--- config.mk ---
export PLATFORM = sky130hd
export DESIGN_NAME = pli_end_read
export DESIGN_NICKNAME = d
export VERILOG_FILES = /design/src/sv/pli_pkg.sv /design/src/sv/pli_end_read.sv
export SDC_FILE = /design/constraint.sdc
export NUM_CORES = 2
export LEC_CHECK = 0
export BUFFER_PORTS_ARGS = -buffer_cell sky130_fd_sc_hd__buf_2
export CELL_PAD_IN_SITES_DETAIL_PLACEMENT = 0
export CELL_PAD_IN_SITES_GLOBAL_PLACEMENT = 1
export CORE_AREA = 4 4 634 636
export CTS_CLUSTER_DIAMETER = 50
export DETAILED_ROUTE_END_ITERATION = 12
export DIE_AREA = 0 0 638 640
export PLACE_DENSITY_LB_ADDON = 0.05
export SLEW_MARGIN = 10
export SYNTH_ARGS = -nofsm -noshare
export SYNTH_HDL_FRONTEND = slang
export SYNTH_SLANG_ARGS = --single-unit
--- constraint.sdc ---
create_clock -name clk -period 5.02 [get_ports clk]
set_input_delay 0.753 -clock clk [delete_from_list [all_inputs] [get_ports clk]]
set_output_delay 0.753 -clock clk [all_outputs]
set_load 0.005 [all_outputs]
--- src/sv/pli_pkg.sv ---
// shared types for the piecewise linear interpolator
`timescale 1ns / 1ps
`default_nettype none

package pli_pkg;

  // control bits that travel with every beat down the pipeline
  typedef struct packed {
    logic valid;    // stage holds a beat
    logic query;    // 1 = query beat, 0 = knot load beat
    logic slot_ok;  // load slot lies inside the table
  } pli_ctl_t;

  // pipeline depth outside the search and divide sections
  localparam int unsigned PLI_FIXED_STAGES = 6;

endpackage

`default_nettype wire

--- src/sv/pli_end_read.sv ---
// reads the last knot in use, alongside the segment fetch
`timescale 1ns / 1ps
`default_nettype none

module pli_end_read
  import pli_pkg::*;
#(
  parameter int MAX_KNOTS  = 64,
  parameter int DATA_WIDTH = 32
) (
  input  wire logic                                    clk,
  input  wire logic                                    en,
  input  wire logic [$clog2(MAX_KNOTS+1)-1:0]          knots,
  input  wire pli_ctl_t                                in_ctl,
  input  wire logic signed [DATA_WIDTH-1:0]            in_x,
  input  wire logic signed [DATA_WIDTH-1:0]            in_y,
  input  wire logic [$clog2(MAX_KNOTS)-1:0]            in_slot,
  output logic signed [DATA_WIDTH-1:0]                 end_x,
  output logic signed [DATA_WIDTH-1:0]                 end_y
);

  localparam int AW = $clog2(MAX_KNOTS);
  localparam int NW = $clog2(MAX_KNOTS + 1);

  logic signed [DATA_WIDTH-1:0] abs_mem [MAX_KNOTS];
  logic signed [DATA_WIDTH-1:0] ord_mem [MAX_KNOTS];

  logic [NW-1:0] last;
  logic [AW-1:0] rd_addr;

  assign last    = knots - NW'(1);
  assign rd_addr = last[AW-1:0];

  always_ff @(posedge clk) begin
    if (en) begin
      end_x <= abs_mem[rd_addr];
      end_y <= ord_mem[rd_addr];
      if (in_ctl.valid && !in_ctl.query && in_ctl.slot_ok) begin
        abs_mem[in_slot] <= in_x;
        ord_mem[in_slot] <= in_y;
      end
    end
  end

endmodule

`default_nettype wire

; ---- Word level (Yosys, flattened, before mapping)
; Memories as Yosys holds them, arrays and structs flattened. A register that Yosys moved wholly into a read port is not among the register bits.
; Cells that the tools add are included.
; W data, S select, Z words.
[classes]
n_addsub = 1
mul = 0
div = 0
order_cmp = 0
eq_ne = 0
shifts = 0
n_mux = 3
bitwise = 0
n_reduce_logical = 3
[op_table]
columns = operator, count
row1 = $sub A6 B1 Y6 const B, 1
row2 = $mux W1, 3
row3 = $logic_and A1 B1 Y1, 2
row4 = $logic_not A1 Y1, 1
[word_totals]
reg_bits = 0
latchBits = 0
ram_bits = 4096
romBits = 0
output_inout_bits = 64
wordCells = 9
n_memories = 2
[mem_list]
columns = name, words, word_bits, rd, rd_ports_with_merged_regs, write_ports, line
row1 = abs_mem, 64, 32, 1, 1, 1, pli_end_read.sv:25  ; logic signed [DATA_WIDTH-1:0] abs_mem [MAX_KNOTS];
row2 = ord_mem, 64, 32, 1, 1, 1, pli_end_read.sv:26  ; logic signed [DATA_WIDTH-1:0] ord_mem [MAX_KNOTS];

; ---- Longest topological paths before layout
[logic_depth]
ltp_word = 6
mapped_depth = 15
ltp_nobuf = 8

; ---- Worst setup path before layout
; Ideal clock, no wire load.
[synth_path]
path_kind = input to register
start = in en
end = mem abs_mem[30][0] (enable)
arrival_time_ns = 4.289
path_slack_ns = 0.245
cell_stages = 4
path_buffers = 0
cell_sequence = nand2_1 > nor4b_1 > nand3_1 > nor2_1
[synth_between]
elab_chain_len = 2
[synth_rtl]
columns = element, line
row1 = from (decl), pli_end_read.sv:12  ; input wire logic en,
row2 = $mux W1, pli_end_read.sv:35  ; if (en) begin
row3 = $mux W1 (not written as such), pli_end_read.sv:39  ; abs_mem[in_slot] <= in_x;
row4 = to (decl), pli_end_read.sv:25
; No other way between the ends.

; ---- Final worst setup path
[layout_path]
start = in knots[0]
end = reg end_x[27], read port of abs_mem (data pin)
[layout_between]
elab_chain_len = 1
[layout_rtl]
columns = element, line
row1 = from (decl), pli_end_read.sv:13  ; input wire logic [$clog2(MAX_KNOTS+1)-1:0] knots,
row2 = $sub A6 B1 Y6, pli_end_read.sv:31  ; assign last = knots - NW'(1);
row3 = to (decl), pli_end_read.sv:18  ; output logic signed [DATA_WIDTH-1:0] end_x,
; No other way between the ends.

==> run metrics <==
status=completed; largest net degree at the start of global routing=99; Synth Flop Type=edfxtp_1; CTS tree=done; clock buffer depth=4; Setup crit end kind=register; Clock Skew=0.0284 ns; htree depth=6; number of global-route vias before repair=79900; PwrDens=432 nW/um2; Max Slew Vio Count=0; WP data arrival=4.22 ns; number of buffers created by CTS=526; TNS Setup=0 ns; sinks on the clock net=4160; Worst Path Max Fanout=36; Internal Dissipation=62.7 mW; Slew HR=17.7%; GR Overflow Total=0; Post-synth EDFFs=4160; Lkg Pwr=58.4 nW; Synth Net Count=7087; clock latency on the worst-skew pair=1.02 ns; clock share of power=46.2%; Worst Setup Start Kind=input port; share of cells above drive strength 1=28.9%; worst flop-to-flop path startpoint=abs_mem[28][27]; period utilization=68.4%; most common cell after layout, fill and taps aside=edfxtp_1; Sequential Power Share=48.1%; initial antenna violation count=54; Hold WC Path Type=input port to register; max cap viols=0; fin util=46.9%; pre-CTS WS=0.498 ns; synth warn=0; Die Ht=640 um; required time worst endpoint=5.80 ns; FMAX=291 MHz; Synth area leader=edfxtp_1; CTS root buffer=clkbuf_16; total power=80.2 mW; # DRC=0; top cells by area, synth=edfxtp_1, mux4_2, mux2i_1, nand2_1, a32oi_1; drt total wl=496000 um; crit path kind=input port to register; RSZ-0062 raised after global routing=false; nets=7688; NetSw=17.5 mW; Vias per Instance=5.82; min Tclk post-route=3.44 ns; Final setup viols=0; Die X-Extent=638 um; Post-CTS Resized=0; GPL Wtd Cong=0.747; Initial Util=39.9%; Synth top area share=79.1%; vias after detailed routing=77400; Sw Share=21.8%; Slew @ Worst Pin=1.23 ns; Syn Inst Count=7004; Critical path origin=knots[0]; Distinct cells, synth=50; most frequent cells in the layout=edfxtp_1, mux4_2, nand2_1; Area Overhead vs Synth=17.7%; routed len/inst=37.3 um; hold_ws=0.193 ns; 1st-pass router iterations=5; DRT iter0 DRCs=8106; # port buffers=144; Min-Delay Startpoint=in_x[20]; Seq/Total Area, Yosys=79.1%; Worst-path clk slew=0.06 ns; Setup WS post-layout=1.58 ns; wire length of the first global-routing pass=678000 um; post-route ant nets=0; Placement Rows=231; Hold Buf Count CTS=0; core area=396000 um2; postcts setup bufs=0; Mapped Area=158000 um2; number of synthesized register bits=4160; worst vdd rail ir drop=0.407 mV; die area=408000 um2; Logic pwr share=5.8%; gr usage total=24.1%; Top-Level Pins=146; Hold Vio Cnt, Final=0; DPL Wire Length=260000 um; async set-reset flop share out of synthesis=0%; Synth Area per Inst=22.5 um2
==> worst paths after layout <==
| check | to | slack [ns] | cells past startpoint |
|---|---|---|---|
| hold / removal | abs_mem[40][20] | 0.19 | 1 |
| hold reg to reg | end_y[25] | 0.92 | 5 |
| setup reg to reg | end_x[27] | 2.29 | 5 |
| setup / recovery | end_x[27] | 1.58 | 9 |
==> worst max-delay path: stages <==
cell and delay [ns]:
buf_12 0.21, inv_1 0.18, ha_4 0.60, buf_12 0.30, mux4_2 0.34, mux4_2 0.50
a22oi_1 0.56, nand2_1 0.36, buf_4 0.24
==> per-stage QoR <==
step,std cells,cell area [um2]
after floorplan,7004,158000
after global placement,12300,169000
after detailed placement,12300,169000
after CTS,13300,186000
after global routing,13300,186000
final,13300,186000
==> power by group through the flow <==
stage                     clock [mW]  combinational [mW]  sequential, mW
final                           37.0                4.64            38.5
after global routing            39.3                4.95            38.5
after CTS                       37.8                4.73            38.5
after detailed placement           0                4.72            39.2
after global placement             0                4.68            39.2
after floorplan                    0                2.61            39.1
==> synthesized netlist by cell type (3+ instances only) <==
cell,instances
a22oi_1,90
a31oi_1,72
a32oi_1,108
buf_1,19
buf_2,154
buf_4,8
clkbuf_1,214
edfxtp_1,4160
inv_1,3
mux2i_1,219
mux4_2,989
nand2_1,549
nand3_1,151
nand3b_1,3
nor2_1,72
nor2_2,3
nor2b_1,4
nor3_1,37
o211ai_1,36
o221a_1,10
o221a_2,26
o221ai_1,36
xnor2_1,6
==> layout make-up <==
type	instances	area, um2
multi-input combinational	2443	31900
clock inverter	299	3010
antenna	34	85.1
timing repair buffer	470	5250
sequential	4160	125000
clock buffer	642	14000
inverter	4	15.0
fill	32600	210000
tap	5242	6560
==> sequential cells by signal, summed over array words and instances (netlist names) <==
register,cells
abs_mem,2048
end_x,32
end_y,32
ord_mem,2048
==> cell families after synthesis <==
family / share of synthesized area (%)
flops: 79.1
compound gates: 1.99
simple gates: 2.19
xor+xnor: 0.0595
mux: 15.5
fa+ha+maj: 0.00792
buf+inv: 1.10
==> per-layer routing <==
layer	routed length [um]	GRT usage [%]	vias up	part of all wire (%)
met2	244000	40.0	2495	49
met5	83	0	-	0.017
met4	11600	5.53	14	2.3
met1	214000	33.8	43100	43
met3	26300	3.52	661	5.3
li1	-	-	31100	-
No activity file was read; power rests on OpenSTA's default activity.
