### config.mk
export PLATFORM = sky130hd
export DESIGN_NAME = pli_search_step
export DESIGN_NICKNAME = d
export VERILOG_FILES = /design/src/sv/pli_pkg.sv /design/src/sv/pli_search_step.sv
export SDC_FILE = /design/constraint.sdc
export NUM_CORES = 2
export LEC_CHECK = 0
export BUFFER_PORTS_ARGS = -buffer_cell sky130_fd_sc_hd__buf_2
export CORE_AREA = 2 2 538 540
export CTS_BUF_LIST = sky130_fd_sc_hd__clkbuf_8 sky130_fd_sc_hd__clkbuf_16
export DETAILED_ROUTE_END_ITERATION = 10
export DIE_AREA = 0 0 540 542
export PLACE_DENSITY_LB_ADDON = 0.08
export SLEW_MARGIN = 20
export SYNTH_ARGS = -nofsm -noshare
export SYNTH_HDL_FRONTEND = slang
export SYNTH_SLANG_ARGS = --single-unit
### constraint.sdc
create_clock -name clk -period 5.1 [get_ports clk]
set_input_delay 1.02 -clock clk [delete_from_list [all_inputs] [get_ports clk]]
set_output_delay 1.02 -clock clk [all_outputs]
set_load 0.005 [all_outputs]
### src/sv/pli_pkg.sv
// shared types for the piecewise linear interpolator
`timescale 1ns / 1ps
`default_nettype none

package pli_pkg;

  // control bits that travel with every beat down the pipeline
  typedef struct packed {
    logic valid;    // stage holds a beat
    logic query;    // 1 = query beat, 0 = knot load beat
    logic slot_ok;  // load slot lies inside the table
  } pli_ctl_t;

  // pipeline depth outside the search and divide sections
  localparam int unsigned PLI_FIXED_STAGES = 6;

endpackage

`default_nettype wire

### src/sv/pli_search_step.sv
// one step of the pipelined upper-bound search, with its own abscissa copy
`timescale 1ns / 1ps
`default_nettype none

module pli_search_step
  import pli_pkg::*;
#(
  parameter int MAX_KNOTS  = 64,
  parameter int DATA_WIDTH = 32
) (
  input  wire logic                                    clk,
  input  wire logic                                    rst,
  input  wire logic                                    en,
  input  wire pli_ctl_t                                in_ctl,
  input  wire logic signed [DATA_WIDTH-1:0]            in_x,
  input  wire logic signed [DATA_WIDTH-1:0]            in_y,
  input  wire logic [$clog2(MAX_KNOTS)-1:0]            in_slot,
  input  wire logic [$clog2(MAX_KNOTS+1)-1:0]          in_first,
  input  wire logic [$clog2(MAX_KNOTS+1)-1:0]          in_count,
  output pli_ctl_t                                     out_ctl,
  output logic signed [DATA_WIDTH-1:0]                 out_x,
  output logic signed [DATA_WIDTH-1:0]                 out_y,
  output logic [$clog2(MAX_KNOTS)-1:0]                 out_slot,
  output logic [$clog2(MAX_KNOTS+1)-1:0]               out_first,
  output logic [$clog2(MAX_KNOTS+1)-1:0]               out_count
);

  localparam int AW = $clog2(MAX_KNOTS);
  localparam int NW = $clog2(MAX_KNOTS + 1);

  logic signed [DATA_WIDTH-1:0] mem [MAX_KNOTS];

  logic [NW-1:0] rd_sum;
  logic [AW-1:0] rd_addr;

  pli_ctl_t                     a_ctl;
  logic signed [DATA_WIDTH-1:0] a_x;
  logic signed [DATA_WIDTH-1:0] a_y;
  logic signed [DATA_WIDTH-1:0] a_key;
  logic [AW-1:0]                a_slot;
  logic [NW-1:0]                a_first;
  logic [NW-1:0]                a_count;

  logic [NW-1:0] a_step;
  logic [NW-1:0] first_next;
  logic [NW-1:0] count_next;

  assign rd_sum  = in_first + (in_count >> 1);
  assign rd_addr = rd_sum[AW-1:0];

  // probe read and load write, one beat per cycle while en is high
  always_ff @(posedge clk) begin
    if (en) begin
      a_x     <= in_x;
      a_y     <= in_y;
      a_slot  <= in_slot;
      a_first <= in_first;
      a_count <= in_count;
      a_key   <= mem[rd_addr];
      if (in_ctl.valid && !in_ctl.query && in_ctl.slot_ok) begin
        mem[in_slot] <= in_x;
      end
    end
  end

  always_ff @(posedge clk) begin
    if (rst) begin
      a_ctl <= '0;
    end else if (en) begin
      a_ctl <= in_ctl;
    end
  end

  // narrow the window on the probe result
  always_comb begin
    a_step     = a_count >> 1;
    first_next = a_first;
    count_next = a_count;
    if (a_count != '0) begin
      if (!(a_x < a_key)) begin
        first_next = a_first + a_step + NW'(1);
        count_next = a_count - a_step - NW'(1);
      end else begin
        count_next = a_step;
      end
    end
  end

  always_ff @(posedge clk) begin
    if (en) begin
      out_x     <= a_x;
      out_y     <= a_y;
      out_slot  <= a_slot;
      out_first <= first_next;
      out_count <= count_next;
    end
  end

  always_ff @(posedge clk) begin
    if (rst) begin
      out_ctl <= '0;
    end else if (en) begin
      out_ctl <= a_ctl;
    end
  end

endmodule

`default_nettype wire

# ---- Word level (Yosys, flattened, before mapping)
# Memory sizes are Yosys's and may differ from the RTL's. A register that Yosys moved wholly into a read port is not among the register bits.
# Index checks and enable logic that the tools add are counted.
dict set report classes {
  add_sub_neg 5
  n_lt_le_gt_ge 1
  mux 7
  n_reduce_logical 4
}
# operator count
set op_table {}
lappend op_table {{$lt A32 B32 Y1} 1}
lappend op_table {{$mux W7} 4}
lappend op_table {{$add A7 B1 Y7 const B} 1}
lappend op_table {{$add A7 B6 Y7} 1}
lappend op_table {{$reduce_bool A7 Y1} 1}
lappend op_table {{$sub A7 B1 Y7 const B} 1}
lappend op_table {{$sub A7 B6 Y7} 1}
lappend op_table {{$add A6 B6 Y6} 1}
lappend op_table {{$mux W1} 3}
lappend op_table {{$logic_and A1 B1 Y1} 2}
lappend op_table {{$logic_not A1 Y1} 1}
dict set report totals {
  reg_bits 174
  ramBits 2048
  out_inout_bits 87
  word_cells 34
  memories 1
}
# memory depth word_bits read_ports rd_ports_with_merged_regs write_ports line_no
set memory_table {}
lappend memory_table {mem 64 32 1 1 1 pli_search_step.sv:31} ;# logic signed [DATA_WIDTH-1:0] mem [MAX_KNOTS];

# ---- Depth between registers and ports, before layout
dict set report depth {
  ltp_word 6
  mapped_depth 10
  mapped_depth_nobuf 10
}

# ---- Least setup slack after synthesis
# No wires, ideal clock.
dict set report synth_timing {
  path_kind {in2reg}
  startpoint {in en}
  endpoint {mem mem[63][0], enable pin}
  setup_ns 0.421
  t_arrival_ns 3.507
  required_time_ns 4.679
  setup_slack_ns 1.172
  cell_stages 5
  n_path_buf 1
  cell_sequence {clkbuf_1 > nand2_1 > nor4_1 > nand3_1 > nor2_1}
}
dict set report synth_between {
  elab_chain_cells 2
}
# element line_no
set synth_lines {}
lappend synth_lines {{start, declared} pli_search_step.sv:13} ;# input wire logic en,
lappend synth_lines {{$mux W1} pli_search_step.sv:53} ;# if (en) begin
lappend synth_lines {{$mux W1 (not written as such)} pli_search_step.sv:61} ;# mem[in_slot] <= in_x;
lappend synth_lines {{end, declared} pli_search_step.sv:31}
# Every way passes these cells.

# ---- Worst setup path after layout
dict set report layout_timing {
  startpoint {in in_count[1]}
  endpoint {reg a_key[1] (read register of mem) (data pin)}
}
dict set report layout_between {
  elab_chain_cells 1
}
# element line_no
set layout_lines {}
lappend layout_lines {{start, declared} pli_search_step.sv:19} ;# input wire logic [$clog2(MAX_KNOTS+1)-1:0] in_count,
lappend layout_lines {{$add A6 B6 Y6} pli_search_step.sv:48} ;# assign rd_sum = in_first + (in_count >> 1);
lappend layout_lines {{end, declared} pli_search_step.sv:39} ;# logic signed [DATA_WIDTH-1:0] a_key;
# Every way passes these cells.
# A chain may end at the register's enable or synchronous reset.

==> results.md <==
* Outcome: completed
* Worst Hold Class: in -> reg
* CTS tree: built
* Vias per cell at 4.90
* Vias in the first global route at 40932
* Clock transition at the registers of the reported paths at around 0.060 ns
* Crit start category: input port
* Register area share after synthesis at between 70% and 80%
* DPL Wire Length at ~140000 µm
* Clock Tree Buf Depth at 4
* Via Count at roughly 40000
* Total die area at roughly 290000 µm²
* CP max stage delay at around 1.0 ns
* Top cells by area, synth: edfxtp_1 79%, mux4_2 17%, ha_1 0.74%, mux2i_1 0.44%, buf_2 0.38%
* Yosys top cell by area: edfxtp_1
* Design area at 102000 µm²
* Drt drc at 0
* Synth Cell Area at 85800 µm²
* #FFs+latches synth at about 2300
* Final Critical Period at around 4.4 ns
* Reg-to-reg slack, setup at roughly 0.88 ns
* Worst-margin pin slew at approximately 1.1 ns
* PwrDens at 430 nW/µm²
* Most frequent cells in the layout: 2248 x edfxtp_1, 640 x mux4_2, 276 x clkbuf_16
* Multi-input logic area at about 18000 µm²
* Synth cell types at between 40 and 50
* Async SR Flop Fraction at 0%
* Yosys warnings at 0
* Resized Gates After CTS at 0
* Delay-heaviest family, CP: adder cells
* Fmax at about 230 MHz
* Avg Cell Area, Syn at 24.5 µm²
* Req. time, crit path at about 5.7 ns
* Hold Vio Cnt, Final at 0
* Clk sinks at 2254
* Largest net degree at the start of global routing at 72
* Leakage at roughly 32 nW
* RSZ-0062 raised after global routing: false
* # port buffers at between 150 and 200
* Fillers at 26394
* Post-Layout Cell Count at 7995
* Gr usage total at 17.1%
* Total gr overflow at 0
* Initial antenna violation count at 19
* Post-synth top area share at between 70% and 80%
* Inserted Clock Buffers at approximately 270
* Final setup TNS at 0 ns
* Fin. max-slew vios at 0
* Fin crit share at 86.2%
* Critical Path End Type: register
* CP max stage cell: fa_4
* CP arrival at just under 5 ns
* CP max FO at 50
* VDD IR-drop max at 0.252 mV
* Worst Setup Path Type: in -> reg
* # setup viols final at 0
* Post-placement cell count at between 7000 and 8000
* Clk Latency, worst-skew pair at 0.86 ns
* Die H at between 500 and 600 µm
* Worst-case clock skew at between 0.04 and 0.05 ns
* Drt total wl at between 200000 and 300000 µm
* Max-cap violations at 0
* Most common cell after layout, fill and taps aside: edfxtp_1
* Core box area at around 290000 µm²
* Global-route wire length before repair at around 350000 µm
* Number of cells produced by synthesis at ~3500
* Number of synthesized flops with an enable pin at between 2000 and 2500
* Register area at between 60000 and 70000 µm²
* Hold_ws at around 0.34 ns
* Starting Density at between 20 and 30%
* Post-CTS Hold Buffers at 0
* Setup Fix Bufs, Post-CTS at 0
* CP cell instances: buf_2 -> ha_4 -> fa_4 -> buf_12 -> buf_12 -> mux4_2 -> mux4_2 -> nor2b_1 -> a211oi_1 -> a21oi_1
* I/O Pins at 177
* Clk root buf: clkbuf_16
* Drt wl/cell at roughly 31 µm
* # rows at between 150 and 200
* Post-DRT Antenna Nets at 0
* Most used DFF post-synth: edfxtp_1
* Syn Nets at 3651
* H-tree levels at 5
* RD Place Congestion at 0.704
* Relative slew slack at a little under a quarter
* CP Buf/Inv Count at 3
* Die Wd at roughly 540 µm
* Nets at 4149
* First-pass detailed-route iteration total at 5
* Area delta synth->final at 19.0%
* Post-placement cell area at ~94000 µm²
* Layout cells sized above 1 at between 30% and 40%
* Starting DRC count in detailed routing at around 3900
==> metal layers <==
metal	part of all wire, %	GRT usage (%)
met2	47	27.3
met3	5.3	3.22
met4	1.9	3.95
met5	0.0044	0
met1	46	24.1
==> synth_stat cells (2+ instances only) <==
| library cell | count |
|---|---|
| o21ai_0 | 6 |
| inv_1 | 46 |
| o21bai_1 | 4 |
| buf_4 | 2 |
| o21a_1 | 3 |
| nand3_1 | 4 |
| nor2_1 | 80 |
| nor2b_1 | 34 |
| a21oi_1 | 60 |
| nand3b_1 | 4 |
| xor2_1 | 4 |
| fa_1 | 3 |
| nor4_1 | 4 |
| a211oi_1 | 33 |
| nand4_1 | 5 |
| mux4_2 | 640 |
| edfxtp_1 | 2248 |
| mux2_2 | 5 |
| clkbuf_1 | 74 |
| a31oi_1 | 3 |
| buf_6 | 11 |
| nand2_1 | 20 |
| and2_1 | 2 |
| buf_1 | 13 |
| o211ai_1 | 3 |
| a22oi_1 | 2 |
| dfxtp_1 | 6 |
| a21o_1 | 8 |
| ha_1 | 51 |
| xnor2_1 | 11 |
| buf_2 | 65 |
| mux2i_1 | 38 |
==> per-stage QoR <==
stage               utilization [%]  setup WS, ns  power (mW)
floorplan                         -          1.17        23.7
global placement               32.6        -0.220        26.0
detailed placement             32.7        -0.211        26.0
CTS                            35.6         0.736        44.7
global route                   35.6         0.609        45.6
finish                         35.6         0.706        44.0
==> kinds of logic (layout without fill, tap and decap cells) <==
group,after synthesis,after routing,synth area share (%)
buffers and inverters,212,910,1.13
multiplexers,683,683,17.3
AO/OA/AOI/OAI,129,129,0.942
other,0,9,0
flip-flops,2254,2254,78.8
AND/OR/NAND/NOR,160,160,0.893
XOR/XNOR,15,15,0.153
adder cells (fa/ha/maj),54,54,0.813
==> registers in the layout (all words and copies together), names as in the netlist, 7 cells and up <==
register	cells
a_x	32
out_y	32
a_key	32
a_y	32
out_x	32
a_count	7
out_count	7
a_first	7
mem	2048
out_first	7
==> power by group <==
group          total (mW)  switching (mW)  internal (mW)
combinational        4.68            2.63           2.05
sequential           20.8           0.152           20.7
clock                18.5            7.61           10.8
==> final cells by class <==
type / count / share of cell area, %
multi-input combinational: 1041 / 17.4
inverter: 46 / 0.169
sequential: 2254 / 66.2
tap: 3781 / 4.63
clock buffer: 278 / 6.79
timing repair buffer: 394 / 3.34
clock inverter: 192 / 1.44
antenna: 9 / 0.0220
==> final timing paths <==
path	endpoint	cells after the start	from
min	a_y[17]	1	in_y[17]
max reg2reg	out_first[4]	10	a_key[19]
max	a_key[1]	10	in_count[1]
min reg2reg	out_y[30]	0	a_y[30]
No activity file was read; power rests on OpenSTA's default activity.
